`src/hcsp_pkg.sv`:
```
// ----------------------------------------------------------------------------
// Hex color string parser package
// Shared types and constants for the token tracker and the color expander.
// ----------------------------------------------------------------------------
package hcsp_pkg;

   localparam int unsigned AccWidth   = 32;
   localparam int unsigned CountWidth = 4;

   localparam logic [CountWidth-1:0] CountSat = 4'd9;
   localparam logic [CountWidth-1:0] LenRgb   = 4'd3;
   localparam logic [CountWidth-1:0] LenRgba  = 4'd4;
   localparam logic [CountWidth-1:0] LenRrggbb   = 4'd6;
   localparam logic [CountWidth-1:0] LenRrggbbaa = 4'd8;

   localparam logic [7:0] AlphaOpaque = 8'hff;

   localparam logic StatusOk         = 1'b0;
   localparam logic StatusBadLength  = 1'b1;

   // Accumulated digits and digit count at the character that ends a token.
   typedef struct packed {
      logic [AccWidth-1:0]   acc;
      logic [CountWidth-1:0] count;
   } hcsp_term_type;

endpackage

```
`src/hcsp_token.sv`:
```
// ----------------------------------------------------------------------------
// Hex color token tracker
// Registers each incoming character, decodes hex digits, shifts them into the
// digit accumulator and reports the token when a non-hex character ends it.
// ----------------------------------------------------------------------------
module hcsp_token (
   input  logic                  clock,
   input  logic                  reset,
   input  logic                  req_tvalid,
   output logic                  req_tready,
   input  logic [7:0]            req_tdata,
   input  logic                  req_tuser,
   input  logic                  out_ready,
   output logic                  term_push,
   output hcsp_pkg::hcsp_term_type term
);
   import hcsp_pkg::*;

   logic                  in_valid_ff, in_valid_in;
   logic [7:0]            char_ff;
   logic                  first_ff;
   logic [AccWidth-1:0]   acc_ff, acc_in;
   logic [CountWidth-1:0] cnt_ff, cnt_in;
   logic                  fin_ff, fin_in;

   logic                  hex_ok;
   logic [3:0]            nib;
   logic [AccWidth-1:0]   acc_eff;
   logic [CountWidth-1:0] cnt_eff;
   logic                  fin_eff;
   logic                  term_hit;
   logic                  advance;
   logic                  req_xfer;

   always_comb begin
      hex_ok = 1'b1;
      nib    = '0;
      case (char_ff) inside
         [8'h30:8'h39]: nib = 4'(char_ff - 8'h30);
         [8'h41:8'h46]: nib = 4'(char_ff - 8'h37);
         [8'h61:8'h66]: nib = 4'(char_ff - 8'h57);
         default:       hex_ok = 1'b0;
      endcase
   end

   assign acc_eff = first_ff ? '0 : acc_ff;
   assign cnt_eff = first_ff ? '0 : cnt_ff;
   assign fin_eff = first_ff ? 1'b0 : fin_ff;

   assign term_hit   = in_valid_ff && !fin_eff && !hex_ok;
   assign advance    = in_valid_ff && (!term_hit || out_ready);
   assign term_push  = term_hit && out_ready;
   assign req_tready = !in_valid_ff || advance;
   assign req_xfer   = req_tvalid && req_tready;

   assign term.acc   = acc_eff;
   assign term.count = cnt_eff;

   always_comb begin
      in_valid_in = in_valid_ff;
      if (req_xfer) begin
         in_valid_in = 1'b1;
      end else if (advance) begin
         in_valid_in = 1'b0;
      end
   end

   always_comb begin
      acc_in = acc_ff;
      cnt_in = cnt_ff;
      fin_in = fin_ff;
      if (advance && !fin_eff) begin
         if (hex_ok) begin
            acc_in = {acc_eff[AccWidth-5:0], nib};
            cnt_in = (cnt_eff < CountSat) ? cnt_eff + 4'd1 : cnt_eff;
            fin_in = 1'b0;
         end else begin
            acc_in = acc_eff;
            cnt_in = cnt_eff;
            fin_in = 1'b1;
         end
      end
   end

   always_ff @(posedge clock) begin
      if (reset) begin
         in_valid_ff <= 1'b0;
         acc_ff      <= '0;
         cnt_ff      <= '0;
         fin_ff      <= 1'b1;
      end else begin
         in_valid_ff <= in_valid_in;
         acc_ff      <= acc_in;
         cnt_ff      <= cnt_in;
         fin_ff      <= fin_in;
      end
   end

   always_ff @(posedge clock) begin
      if (req_xfer) begin
         char_ff  <= req_tdata;
         first_ff <= req_tuser;
      end
   end

   a_count_saturates: assert property (@(posedge clock) disable iff (reset)
      cnt_ff <= CountSat)
      else $error("digit count exceeded its saturation value");

   a_term_closes_token: assert property (@(posedge clock) disable iff (reset)
      term_push |=> fin_ff)
      else $error("token not closed after its terminator transfer");

endmodule

```
`src/hcsp_expand.sv`:
```
// ----------------------------------------------------------------------------
// Hex color expander
// Turns a finished token into an RGBA8888 color and a status, and holds the
// result in the output register until the result transfer completes.
// ----------------------------------------------------------------------------
module hcsp_expand (
   input  logic                  clock,
   input  logic                  reset,
   input  logic                  term_push,
   input  hcsp_pkg::hcsp_term_type term,
   output logic                  out_ready,
   output logic                  rsp_tvalid,
   input  logic                  rsp_tready,
   output logic [39:0]           rsp_tdata,
   output logic                  rsp_tuser
);
   import hcsp_pkg::*;

   logic                  out_valid_ff, out_valid_in;
   logic [31:0]           color_ff, color_in;
   logic                  status_ff, status_in;
   logic [CountWidth-1:0] count_ff;
   logic [AccWidth-1:0]   a;

   assign a = term.acc;

   always_comb begin
      status_in = StatusOk;
      color_in  = '0;
      case (term.count)
         LenRgb: color_in = {a[11:8], a[11:8], a[7:4], a[7:4], a[3:0], a[3:0],
                             AlphaOpaque};
         LenRgba: color_in = {a[15:12], a[15:12], a[11:8], a[11:8],
                              a[7:4], a[7:4], a[3:0], a[3:0]};
         LenRrggbb: color_in = {a[23:0], AlphaOpaque};
         LenRrggbbaa: color_in = a;
         default: status_in = StatusBadLength;
      endcase
   end

   assign out_ready = !out_valid_ff || rsp_tready;

   always_comb begin
      out_valid_in = out_valid_ff;
      if (term_push) begin
         out_valid_in = 1'b1;
      end else if (rsp_tready) begin
         out_valid_in = 1'b0;
      end
   end

   always_ff @(posedge clock) begin
      if (reset) begin
         out_valid_ff <= 1'b0;
      end else begin
         out_valid_ff <= out_valid_in;
      end
   end

   always_ff @(posedge clock) begin
      if (term_push) begin
         color_ff  <= color_in;
         status_ff <= status_in;
         count_ff  <= term.count;
      end
   end

   assign rsp_tvalid = out_valid_ff;
   assign rsp_tdata  = {4'd0, count_ff, color_ff};
   assign rsp_tuser  = status_ff;

   a_ok_length: assert property (@(posedge clock) disable iff (reset)
      out_valid_ff && status_ff == StatusOk |->
         count_ff == LenRgb || count_ff == LenRgba ||
         count_ff == LenRrggbb || count_ff == LenRrggbbaa)
      else $error("status ok reported for an invalid digit count");

   a_bad_color_zero: assert property (@(posedge clock) disable iff (reset)
      out_valid_ff && status_ff == StatusBadLength |-> color_ff == '0)
      else $error("nonzero color reported with invalid length");

   a_no_overwrite: assert property (@(posedge clock) disable iff (reset)
      out_valid_ff && !rsp_tready |-> !term_push)
      else $error("pending result overwritten");

endmodule

```
`src/hex_color_string_parser.sv`:
```
// ----------------------------------------------------------------------------
// Hex color string parser
// Parses CSS style hex color strings, one character per transfer, into
// RGBA8888 colors.
// ----------------------------------------------------------------------------
// The block takes one character per clock cycle and gives one result for each
// string that a non-hex character ends, from the terminator held in the input
// register. Each character passes through an input register, the digit decode
// and accumulate logic, and the result register, so a string of any length
// streams at full rate. The only stall comes from the result side: while a
// result waits in the output register and the next terminator is ready,
// req_tready is low until rsp_tready takes the waiting result.
module hex_color_string_parser (
   input  logic        clock,
   input  logic        reset,
   input  logic        req_tvalid,
   output logic        req_tready,
   input  logic [7:0]  req_tdata,  // [7:0] character
   input  logic        req_tuser,  // [0] first_of_string
   output logic        rsp_tvalid,
   input  logic        rsp_tready,
   output logic [39:0] rsp_tdata,  // [31:0] color, [35:32] digits_consumed, rest zero
   output logic        rsp_tuser   // [0] status
);
   import hcsp_pkg::*;

   logic          term_push;
   logic          out_ready;
   hcsp_term_type term;

   hcsp_token u_token (
      .clock      (clock),
      .reset      (reset),
      .req_tvalid (req_tvalid),
      .req_tready (req_tready),
      .req_tdata  (req_tdata),
      .req_tuser  (req_tuser),
      .out_ready  (out_ready),
      .term_push  (term_push),
      .term       (term)
   );

   hcsp_expand u_expand (
      .clock      (clock),
      .reset      (reset),
      .term_push  (term_push),
      .term       (term),
      .out_ready  (out_ready),
      .rsp_tvalid (rsp_tvalid),
      .rsp_tready (rsp_tready),
      .rsp_tdata  (rsp_tdata),
      .rsp_tuser  (rsp_tuser)
   );

endmodule

```
`config.mk`:
```
export PLATFORM = sky130hd
export DESIGN_NAME = hex_color_string_parser
export DESIGN_NICKNAME = d
export VERILOG_FILES = /design/src/hcsp_pkg.sv /design/src/hcsp_token.sv /design/src/hcsp_expand.sv /design/src/hex_color_string_parser.sv
export SDC_FILE = /design/constraint.sdc
export NUM_CORES = 1
export LEC_CHECK = 0
export ABC_AREA = 1
export BUFFER_PORTS_ARGS = -buffer_cell sky130_fd_sc_hd__buf_2
export CAP_MARGIN = 20
export CORE_MARGIN = 1
export CORE_UTILIZATION = 50
export CTS_CLUSTER_SIZE = 10
export DETAILED_ROUTE_END_ITERATION = 6
export GPL_ROUTABILITY_DRIVEN = 0
export PLACE_DENSITY = 0.84
export SLEW_MARGIN = 15
export SYNTH_ARGS = -nofsm -noshare
export SYNTH_HDL_FRONTEND = slang
export SYNTH_SLANG_ARGS = --single-unit
```
`constraint.sdc`:
```
create_clock -name clock -period 2.5 [get_ports clock]
set_clock_uncertainty 0.2 [all_clocks]
set_input_delay 0.375 -clock clock [delete_from_list [all_inputs] [get_ports clock]]
set_output_delay 0.375 -clock clock [all_outputs]
set_load 0.01 [all_outputs]
```
==> results of run 1 <==
## worst reg2reg max path, delay by kind of cell (launching register included)
family,cells,cell delay (ns)
AOI/OAI and AO/OA,2,0.23
and+or+nand+nor,2,0.37
buffers and inverters,4,0.69
adders and majority gates,1,0.20
DFF,1,0.43
## cells in the mapped netlist (all sizes together)
master	number
o22ai	12
edfxtp	46
o21bai	1
ha	7
nand4	2
o221ai	24
dfxtp	39
buf	24
a31oi	1
nand3b	1
nor3	2
nand3	11
clkinv	1
xnor2	1
nand2	174
nor2	79
o21ai	45
a21oi	9
inv	92
conb	1
clkbuf	8
## final cells by class
| class | count | area share |
|---|---|---|
| Tap cell | 108 | 0.0261 |
| Clock inverter | 4 | 0.00894 |
| Inverter | 93 | 0.0681 |
| Multi-Input combinational cell | 373 | 0.347 |
| Sequential cell | 85 | 0.417 |
| Clock buffer | 12 | 0.0300 |
| Timing Repair Buffer | 79 | 0.103 |
## flip-flops by register name (all words and copies together) (netlist names)
register / flops
u_token.in_valid_ff: 1
u_token.first_ff: 1
u_token.acc_ff: 32
u_expand.rsp_tuser: 1
u_expand.rsp_tvalid: 1
u_token.char_ff: 8
u_token.fin_ff: 1
u_token.cnt_ff: 4
u_expand.color_ff: 32
u_expand.count_ff: 4
## layer usage
metal,part of all wire,vias up,global-route usage
li1,-,1973,-
met1,0.42,1877,0.276
met5,0,-,0
met3,0.071,29,0.0390
met4,0.026,0,0.0999
met2,0.48,180,0.363
## through the flow
step | instance area (um2) | TNS [ns]
finish | 5180 | 0
global route | 5180 | -0.0147
CTS | 5110 | 0
detailed placement | 4800 | 0
global placement | 4800 | 0
floorplan | 4520 | 0
## power groups by stage
stage                     logic [mW]  registers, mW  clock network [mW]
after floorplan                0.259           1.60                   0
after global placement         0.333           1.59                   0
after detailed placement       0.344           1.59                   0
after CTS                      0.361           1.56                1.01
after global routing           0.414           1.56                1.06
final                          0.372           1.56               0.993
## worst paths after layout
kind         slack, ns          startpoint  cells after the start                    end
max reg2reg       0.21    u_token.first_ff                      9  u_expand.color_ff[10]
min reg2reg       0.26      u_token.fin_ff                      2         u_token.fin_ff
max               0.10  u_token.char_ff[0]                      7             req_tready
min               0.08          req_tvalid                      3    u_token.in_valid_ff
## what timing repair did
| action | in CTS | in global routing |
|---|---|---|
| pin swaps | 0 | 3 |
| setup endpoints to repair | 1 | 1 |
| hold buffers | 9 | 0 |
| buffers inserted | 2 | 7 |
| gates resized for setup | 0 | 5 |
| hold endpoints to repair | 9 | 0 |
## cells by family after synthesis
| kind of cell | count (synthesis) | synth area share |
|---|---|---|
| flops | 85 | 0.479 |
| buf+inv | 125 | 0.127 |
| compound gates | 92 | 0.130 |
| other cells | 1 | 0.000832 |
| fa+ha+maj | 7 | 0.0194 |
| xor+xnor | 1 | 0.00194 |
| simple gates | 269 | 0.241 |
==> results.json, run 1 <==
{
  "ys_warn_count": 0,
  "fin_nets": 661,
  "hp-class": "in2reg",
  "pre_cts_ws_ns": 0.158,
  "worstPathArrival_ns": 1.82,
  "min_period_ns": 2.40,
  "dieArea_um2": 9400,
  "hold_slack_ns": 0.0816,
  "cts_max_level": 3,
  "synth_area_um2": 4510,
  "clockRootBuffer": "clkbuf_8",
  "clk_pin_slew_ns": 0.08,
  "post-place-cells": 720,
  "seq_area_frac_synth": 0.479,
  "nFillCells": 761,
  "finalWirelength_mm": 10.5,
  "synth_top_cell_by_area": "edfxtp_1",
  "leakage_nw": 2.25,
  "total_power_mw": 2.92,
  "finalHoldViolations": 0,
  "start_util": 0.517,
  "fin_util": 0.594,
  "drt_iter0_markers": 337,
  "grt_pass1_wl_mm": 16.4,
  "cts_made_buffers": 9,
  "setup_viol": 0,
  "cp-start-kind": "flip-flop",
  "status": "complete, no violations",
  "synth_area_leaders": "edfxtp_1 (31%), dfxtp_1 (17%), nand2_1 (14%)",
  "cpLargestDelayFamily": "simple AND/OR/NAND/NOR gates",
  "final_antenna_net_count": 0,
  "max_stage_delay_ns": 0.45,
  "switching_share": 0.257,
  "num_rows": 34,
  "clock-sinks": 85,
  "slew_violations": 0,
  "register_area_um2": 2160,
  "cts_tree": "done",
  "clk_latency_ns": 0.36,
  "slowest_stage": "edfxtp_1",
  "clock.fmax_mhz": 417,
  "first_global_vias": 3579,
  "cts_buffer_depth": 2,
  "p_switching_uw": 752,
  "synth_cell_types": 30,
  "critPathRequiredTime_ns": 1.92,
  "dp_hpwl_mm": 6.78,
  "crit_buf_inv": 1,
  "p_per_area_nw_per_um2": 564,
  "io_pins": 56,
  "fin_crit_sh": 0.959,
  "mostFrequentLayoutCell": "nand2_1",
  "critPathKind": "reg2out",
  "fin_cells": 754,
  "clock_power_share": 0.340,
  "crit_path_max_fanout": 6,
  "wl_per_cell_um": 13.9,
  "gr-total-overflow": 0,
  "grt_max_degree": 66,
  "drive_gt1_frac": 0.155,
  "ir_drop_mv": 0.241,
  "port_buffers": 51,
  "coreArea_um2": 8720,
  "ys_seq_elements": 85,
  "grt_util_all_layers": 0.218,
  "p_int_mw": 2.17,
  "dr_total_vias": 4059,
  "path_cells": "ha_2 > nand3b_1 > nand3_4 > nand2_4 > nor2_4 > nand2_2 > buf_6",
  "end_kind": "output pin",
  "syn-instance-count": 580,
  "remaining_drc_errors": 0,
  "multi_input_comb_area_um2": 1800,
  "synth_top_area_frac": 0.306,
  "synthToLayoutAreaGrowth_pct": 14.9,
  "drv_cap": 0,
  "antenna_cells": 0,
  "layout_common_cells": "nand2_1 (170), inv_1 (88), nor2_1 (77)",
  "syn_area_per_cell_um2": 7.77,
  "worst_slack_ns": 0.102,
  "die_h_um": 97.0,
  "die-width_um": 97.0,
  "vias_per_cell": 5.38,
  "power_frac_comb": 0.127,
  "antenna_found_initial": 0,
  "power_frac_seq": 0.533,
  "first_pass_iters": 5
}
(Power assumes the default switching activity.)
==> run 2, diff against run 1 <==
ABC_AREA = default   (was 1)
PLACE_DENSITY = 0.85   (was 0.84)
==> results.json, run 2 <==
{
  "dp_hpwl_mm": 5.13,
  "fin_util": 0.648,
  "num_rows": 31,
  "clock.fmax_mhz": 388,
  "min_period_ns": 2.58,
  "cts_made_buffers": 9,
  "total_power_mw": 2.80,
  "dieArea_um2": 7880,
  "first_pass_iters": 4,
  "cts_tree": "done",
  "grt_max_degree": 31,
  "cts_max_level": 3,
  "gr-total-overflow": 0,
  "clk_pin_slew_ns": 0.08,
  "crit_path_max_fanout": 4,
  "r2r_slack_ns": -0.07,
  "die_h_um": 88.8,
  "final_antenna_net_count": 0,
  "slew_violations": 0,
  "port_buffers": 51,
  "die-width_um": 88.8,
  "synth_cell_types": 54,
  "first_global_vias": 2680,
  "pre_cts_ws_ns": -0.105,
  "clk_latency_ns": 0.37,
  "async_flop_share": 0,
  "synth_top_area_frac": 0.367,
  "grt_pass1_wl_mm": 12.9,
  "end_kind": "output pin",
  "slew_headroom": 0.542,
  "worstPathArrival_ns": 2.00,
  "hp-class": "in2reg",
  "leakage_nw": 1.82,
  "setup_viol": 47,
  "cp-start-kind": "flip-flop",
  "syn-instance-count": 302,
  "seq_area_frac_synth": 0.574,
  "p_per_area_nw_per_um2": 595,
  "tns_ns": -2.30,
  "ir_drop_mv": 0.385,
  "whs_endpoint": "u_token.in_valid_ff",
  "cts_buffer_depth": 2,
  "io_pins": 56,
  "clock-sinks": 85,
  "hold_start": "req_tvalid",
  "drt_iter0_markers": 313,
  "ys_warn_count": 0,
  "layout_common_cells": "buf_2 (50), edfxtp_1 (46), dfxtp_1 (39)",
  "worst_slack_ns": -0.0790,
  "clockRootBuffer": "clkbuf_8",
  "antenna_cells": 0,
  "r2r-end": "u_expand.color_ff[22]",
  "drv_cap": 0,
  "min_path_cells": 3,
  "rsz0062_at_grt": "yes",
  "start_util": 0.519,
  "finalHoldViolations": 0,
  "coreArea_um2": 7250,
  "synth_edf_count": 46,
  "tightest_slew_ns": 0.686,
  "critPathKind": "reg2out",
  "critPathRequiredTime_ns": 1.92,
  "vias_per_cell": 5.88,
  "synthTopCellsByCount": "edfxtp_1 (46), dfxtp_1 (39), a22o_1 (30)",
  "ys_seq_elements": 85,
  "hold_slack_ns": 0.115,
  "synth_area_um2": 3770,
  "finalWirelength_mm": 8.47,
  "wl_per_cell_um": 17.5,
  "syn_area_per_cell_um2": 12.5,
  "fin_crit_sh": 1.03,
  "antenna_found_initial": 0,
  "nFillCells": 544,
  "synth_flop_cell": "edfxtp_1",
  "grt_util_all_layers": 0.221,
  "dr_total_vias": 2850,
  "synth_top_cell_by_area": "edfxtp_1",
  "cp-startpoint": "u_token.char_ff[0]",
  "drive_gt1_frac": 0.311,
  "fin_nets": 401,
  "synth.most_common_cell": "edfxtp_1",
  "worst_r2r_path_depth": 11,
  "violations": "setup timing",
  "status": "finished, violations left",
  "synthToLayoutAreaGrowth_pct": 24.7,
  "remaining_drc_errors": 0,
  "reg2reg_from": "u_token.char_ff[0]",
  "mostFrequentLayoutCell": "buf_2",
  "synth_area_leaders": "edfxtp_1 (37%), dfxtp_1 (21%), a221o_1 (7.4%)",
  "reg_top3": "u_expand.color_ff (32), u_token.acc_ff (32), u_token.char_ff (8)"
}
-- run 2: changes by cell type after synthesis, sizes merged, moves of 23 or more --
cell    change
inv        -82
nor2       -59
nand2     -157
a22o       +30
a221o      +28
o21ai      -34
o221ai     -23
-- run 2: power breakdown --
part,switching (mW),total [mW],internal (mW)
Clock,0.532,1.11,0.576
Combinational,0.100,0.183,0.0829
Sequential,0.0146,1.51,1.49
-- run 2: worst max path at each step --
stage	end	slack (ns)	cells past startpoint
4_1_cts	req_tready	-0.09	8
2_1_floorplan	u_expand.color_ff[0]	-0.15	8
3_3_place_gp	u_token.acc_ff[20]	0.06	7
5_1_grt	req_tready	-0.16	8
3_5_place_dp	u_token.acc_ff[24]	-0.11	7
6_report	req_tready	-0.08	8
-- run 2: kinds of logic (layout without fill, tap and decap cells) --
family / count (synthesis) / count (layout) / share of synthesized area
other: 1 / 4 / 0.000996
flip-flops: 85 / 85 / 0.574
buffers and inverters: 33 / 114 / 0.0522
AO/OA/AOI/OAI: 106 / 106 / 0.242
AND/OR/NAND/NOR: 69 / 69 / 0.106
XOR/XNOR: 1 / 1 / 0.00233
adder cells (fa/ha/maj): 7 / 7 / 0.0233
-- run 2: worst max-delay path, stage by stage, from the launching register on --
cell and delay [ns]:
edfxtp_1 0.48, inv_2 0.12, ha_4 0.16, nand2b_4 0.06, o21a_4 0.23, a21oi_4 0.21
buf_6 0.14, nand3_4 0.07, buf_6 0.16
-- run 2: final cells by class --
| class | count | area [um2] | share of cell area |
|---|---|---|---|
| inverters | 10 | 37.5 | 0.00799 |
| well taps | 99 | 124 | 0.0264 |
| clock inverters | 7 | 106 | 0.0226 |
| multi-input cells | 187 | 1500 | 0.320 |
| clock buffers | 9 | 124 | 0.0264 |
| repair buffers | 88 | 642 | 0.137 |
| flip-flops and latches | 85 | 2160 | 0.460 |
-- run 2: through the flow --
step | instances | instance area [um2]
after floorplan | 305 | 3790
after detailed placement | 447 | 4150
final | 485 | 4700
after global routing | 485 | 4700
after global placement | 447 | 4150
after CTS | 476 | 4520
-- run 2: routing by layer --
| layer | routed length (um) | track usage | vias up |
|---|---|---|---|
| met5 | 0 | 0 | - |
| met4 | 263 | 0.117 | 0 |
| met3 | 463 | 0.0429 | 23 |
| met2 | 4400 | 0.374 | 115 |
| met1 | 3340 | 0.267 | 1375 |
| li1 | - | - | 1337 |
-- run 2: what timing repair did --
action                     4_1_cts  5_1_grt
cloned                           0        2
resized for setup                4       12
hold endpoints to repair         9        0
pin swaps                       12        4
hold buffers                     9        0
setup buffers                    4        6
setup endpoints to repair       34       76
==> run 3, diff against run 2 <==
--- a/config.mk
+++ b/config.mk
@@ -15,2 +15,4 @@
 export PLACE_DENSITY = 0.85
+export RECOVER_POWER = 100
+export SETUP_SLACK_MARGIN = 0.15
 export SLEW_MARGIN = 15
--- a/constraint.sdc
+++ b/constraint.sdc
@@ -4,2 +4,2 @@
 set_output_delay 0.375 -clock clock [all_outputs]
-set_load 0.01 [all_outputs]
+set_load 0.05 [all_outputs]
==> results.json, run 3 (same netlist as run 2, synthesis figures left out) <==
{
  "io_pins": 56,
  "die-width_um": 88.8,
  "reg_top3": "u_expand.color_ff (32), u_token.acc_ff (32), u_token.char_ff (8)",
  "clock.fmax_mhz": 386,
  "clock_power_share": 0.362,
  "cts_made_buffers": 9,
  "fin_nets": 415,
  "clk_pin_slew_ns": 0.09,
  "synthToLayoutAreaGrowth_pct": 27.6,
  "worst_slack_ns": -0.0904,
  "dr_total_vias": 2924,
  "setup_viol": 38,
  "die_h_um": 88.8,
  "hold_start": "req_tvalid",
  "violations": "setup timing",
  "start_util": 0.519,
  "critPathRequiredTime_ns": 2.40,
  "status": "finished, violations left",
  "cp-startpoint": "u_token.char_ff[1]",
  "grt_max_degree": 31,
  "critPathKind": "reg2reg",
  "first_pass_iters": 4,
  "whs_endpoint": "u_token.in_valid_ff",
  "vias_per_cell": 5.86,
  "drv_cap": 0,
  "clockRootBuffer": "clkbuf_8",
  "r2r-end": "u_expand.color_ff[31]",
  "clk_latency_ns": 0.37,
  "dp_hpwl_mm": 5.03,
  "drive_gt1_frac": 0.250,
  "port_buffers": 51,
  "end_kind": "flip-flop",
  "num_rows": 31,
  "final_antenna_net_count": 0,
  "cts_max_level": 3,
  "remaining_drc_errors": 0,
  "reg2reg_from": "u_token.char_ff[1]",
  "switching_share": 0.254,
  "crit_path_max_fanout": 6,
  "power_frac_seq": 0.544,
  "finalWirelength_mm": 8.72,
  "p_int_mw": 2.06,
  "worst_r2r_path_depth": 12,
  "slew_headroom": 0.477,
  "antenna_found_initial": 0,
  "pre_cts_ws_ns": -0.0809,
  "drt_iter0_markers": 293,
  "grt_util_all_layers": 0.224,
  "tightest_slew_ns": 0.782,
  "gr-total-overflow": 0,
  "min_path_cells": 3,
  "min_period_ns": 2.59,
  "wl_per_cell_um": 17.5,
  "power_frac_comb": 0.093,
  "mostFrequentLayoutCell": "edfxtp_1",
  "p_per_area_nw_per_um2": 576,
  "cts_buffer_depth": 2,
  "first_global_vias": 2688,
  "clock-sinks": 85,
  "rsz0062_at_grt": "yes",
  "dieArea_um2": 7880,
  "leakage_nw": 1.78,
  "total_power_mw": 2.77,
  "ir_drop_mv": 0.280,
  "coreArea_um2": 7250,
  "antenna_cells": 0,
  "r2r_slack_ns": -0.09,
  "worstPathArrival_ns": 2.49,
  "cts_tree": "done",
  "cp-start-kind": "flip-flop",
  "hp-class": "in2reg",
  "fin_crit_sh": 1.04,
  "grt_pass1_wl_mm": 13.1,
  "finalHoldViolations": 0,
  "fin_util": 0.662,
  "slew_violations": 0,
  "p_switching_uw": 704,
  "layout_common_cells": "edfxtp_1 (46), clkbuf_1 (39), dfxtp_1 (39)"
}
run 3: cell count changes in the layout (fill, tap and decap cells not counted), moves of 2 or more:
| cell | previous run | this run |
|---|---|---|
| clkbuf_1 | 0 | 39 |
| buf_2 | 50 | 12 |
| buf_4 | 21 | 28 |
| buf_6 | 3 | 6 |
| buf_8 | 0 | 2 |
run 3: metal layers:
layer / vias up / wire length (um) / GRT usage
li1: 1368 / - / -
met1: 1435 / 3480 / 0.274
met2: 102 / 4560 / 0.380
met3: 19 / 482 / 0.0466
met4: 0 / 193 / 0.109
met5: - / 0 / 0
run 3: area by class of cell:
class	instances	area (um2)
Fill cell	544	2450
Tap cell	99	124
Clock inverter	7	81.3
Timing Repair Buffer	102	742
Clock buffer	9	124
Multi-Input combinational cell	187	1530
Inverter	10	37.5
Sequential cell	85	2160
run 3: per-stage QoR:
| step | area [um2] | hold slack [ns] | instances | setup TNS, ns |
|---|---|---|---|---|
| 3_3_place_gp | 4150 | 0.264 | 447 | 0 |
| 4_1_cts | 4630 | 0.0772 | 483 | -1.39 |
| 6_report | 4800 | 0.0846 | 499 | -2.73 |
| 5_1_grt | 4800 | 0.109 | 499 | -5.99 |
| 2_1_floorplan | 3790 | 0.251 | 305 | -5.55 |
| 3_5_place_dp | 4150 | 0.269 | 447 | -1.56 |
run 3: how the worst max path moves through the flow:
stage                                 end
detailed placement     u_token.acc_ff[28]
global placement       u_token.acc_ff[20]
global route         u_expand.color_ff[3]
CTS                            req_tready
floorplan            u_expand.color_ff[0]
finish              u_expand.color_ff[31]
run 3: worst max-delay path, stage by stage, from the launching register on:
cell and delay [ns]:
edfxtp_1 0.44, inv_2 0.14, ha_4 0.17, nand2b_4 0.06, o21a_4 0.21, a21oi_4 0.20
buf_6 0.14, buf_6 0.09, buf_6 0.11, nand2_4 0.06, nor2_4 0.21, buf_6 0.15
clkbuf_16 0.14
run 3: power groups by stage:
stage / sequential [mW] / combinational (mW) / clock [mW]
2_1_floorplan: 1.59 / 0.0873 / 0
3_3_place_gp: 1.53 / 0.189 / 0
3_5_place_dp: 1.54 / 0.191 / 0
4_1_cts: 1.50 / 0.231 / 1.02
5_1_grt: 1.51 / 0.272 / 1.07
6_report: 1.51 / 0.258 / 1.00
run 3: what timing repair did:
item	in CTS	in global routing
endpoints found under the hold margin	9	0
resized for setup	18	18
pin swaps	12	8
cloned	1	2
setup endpoints to repair	90	100
buffers inserted	10	13
hold buffers	9	0
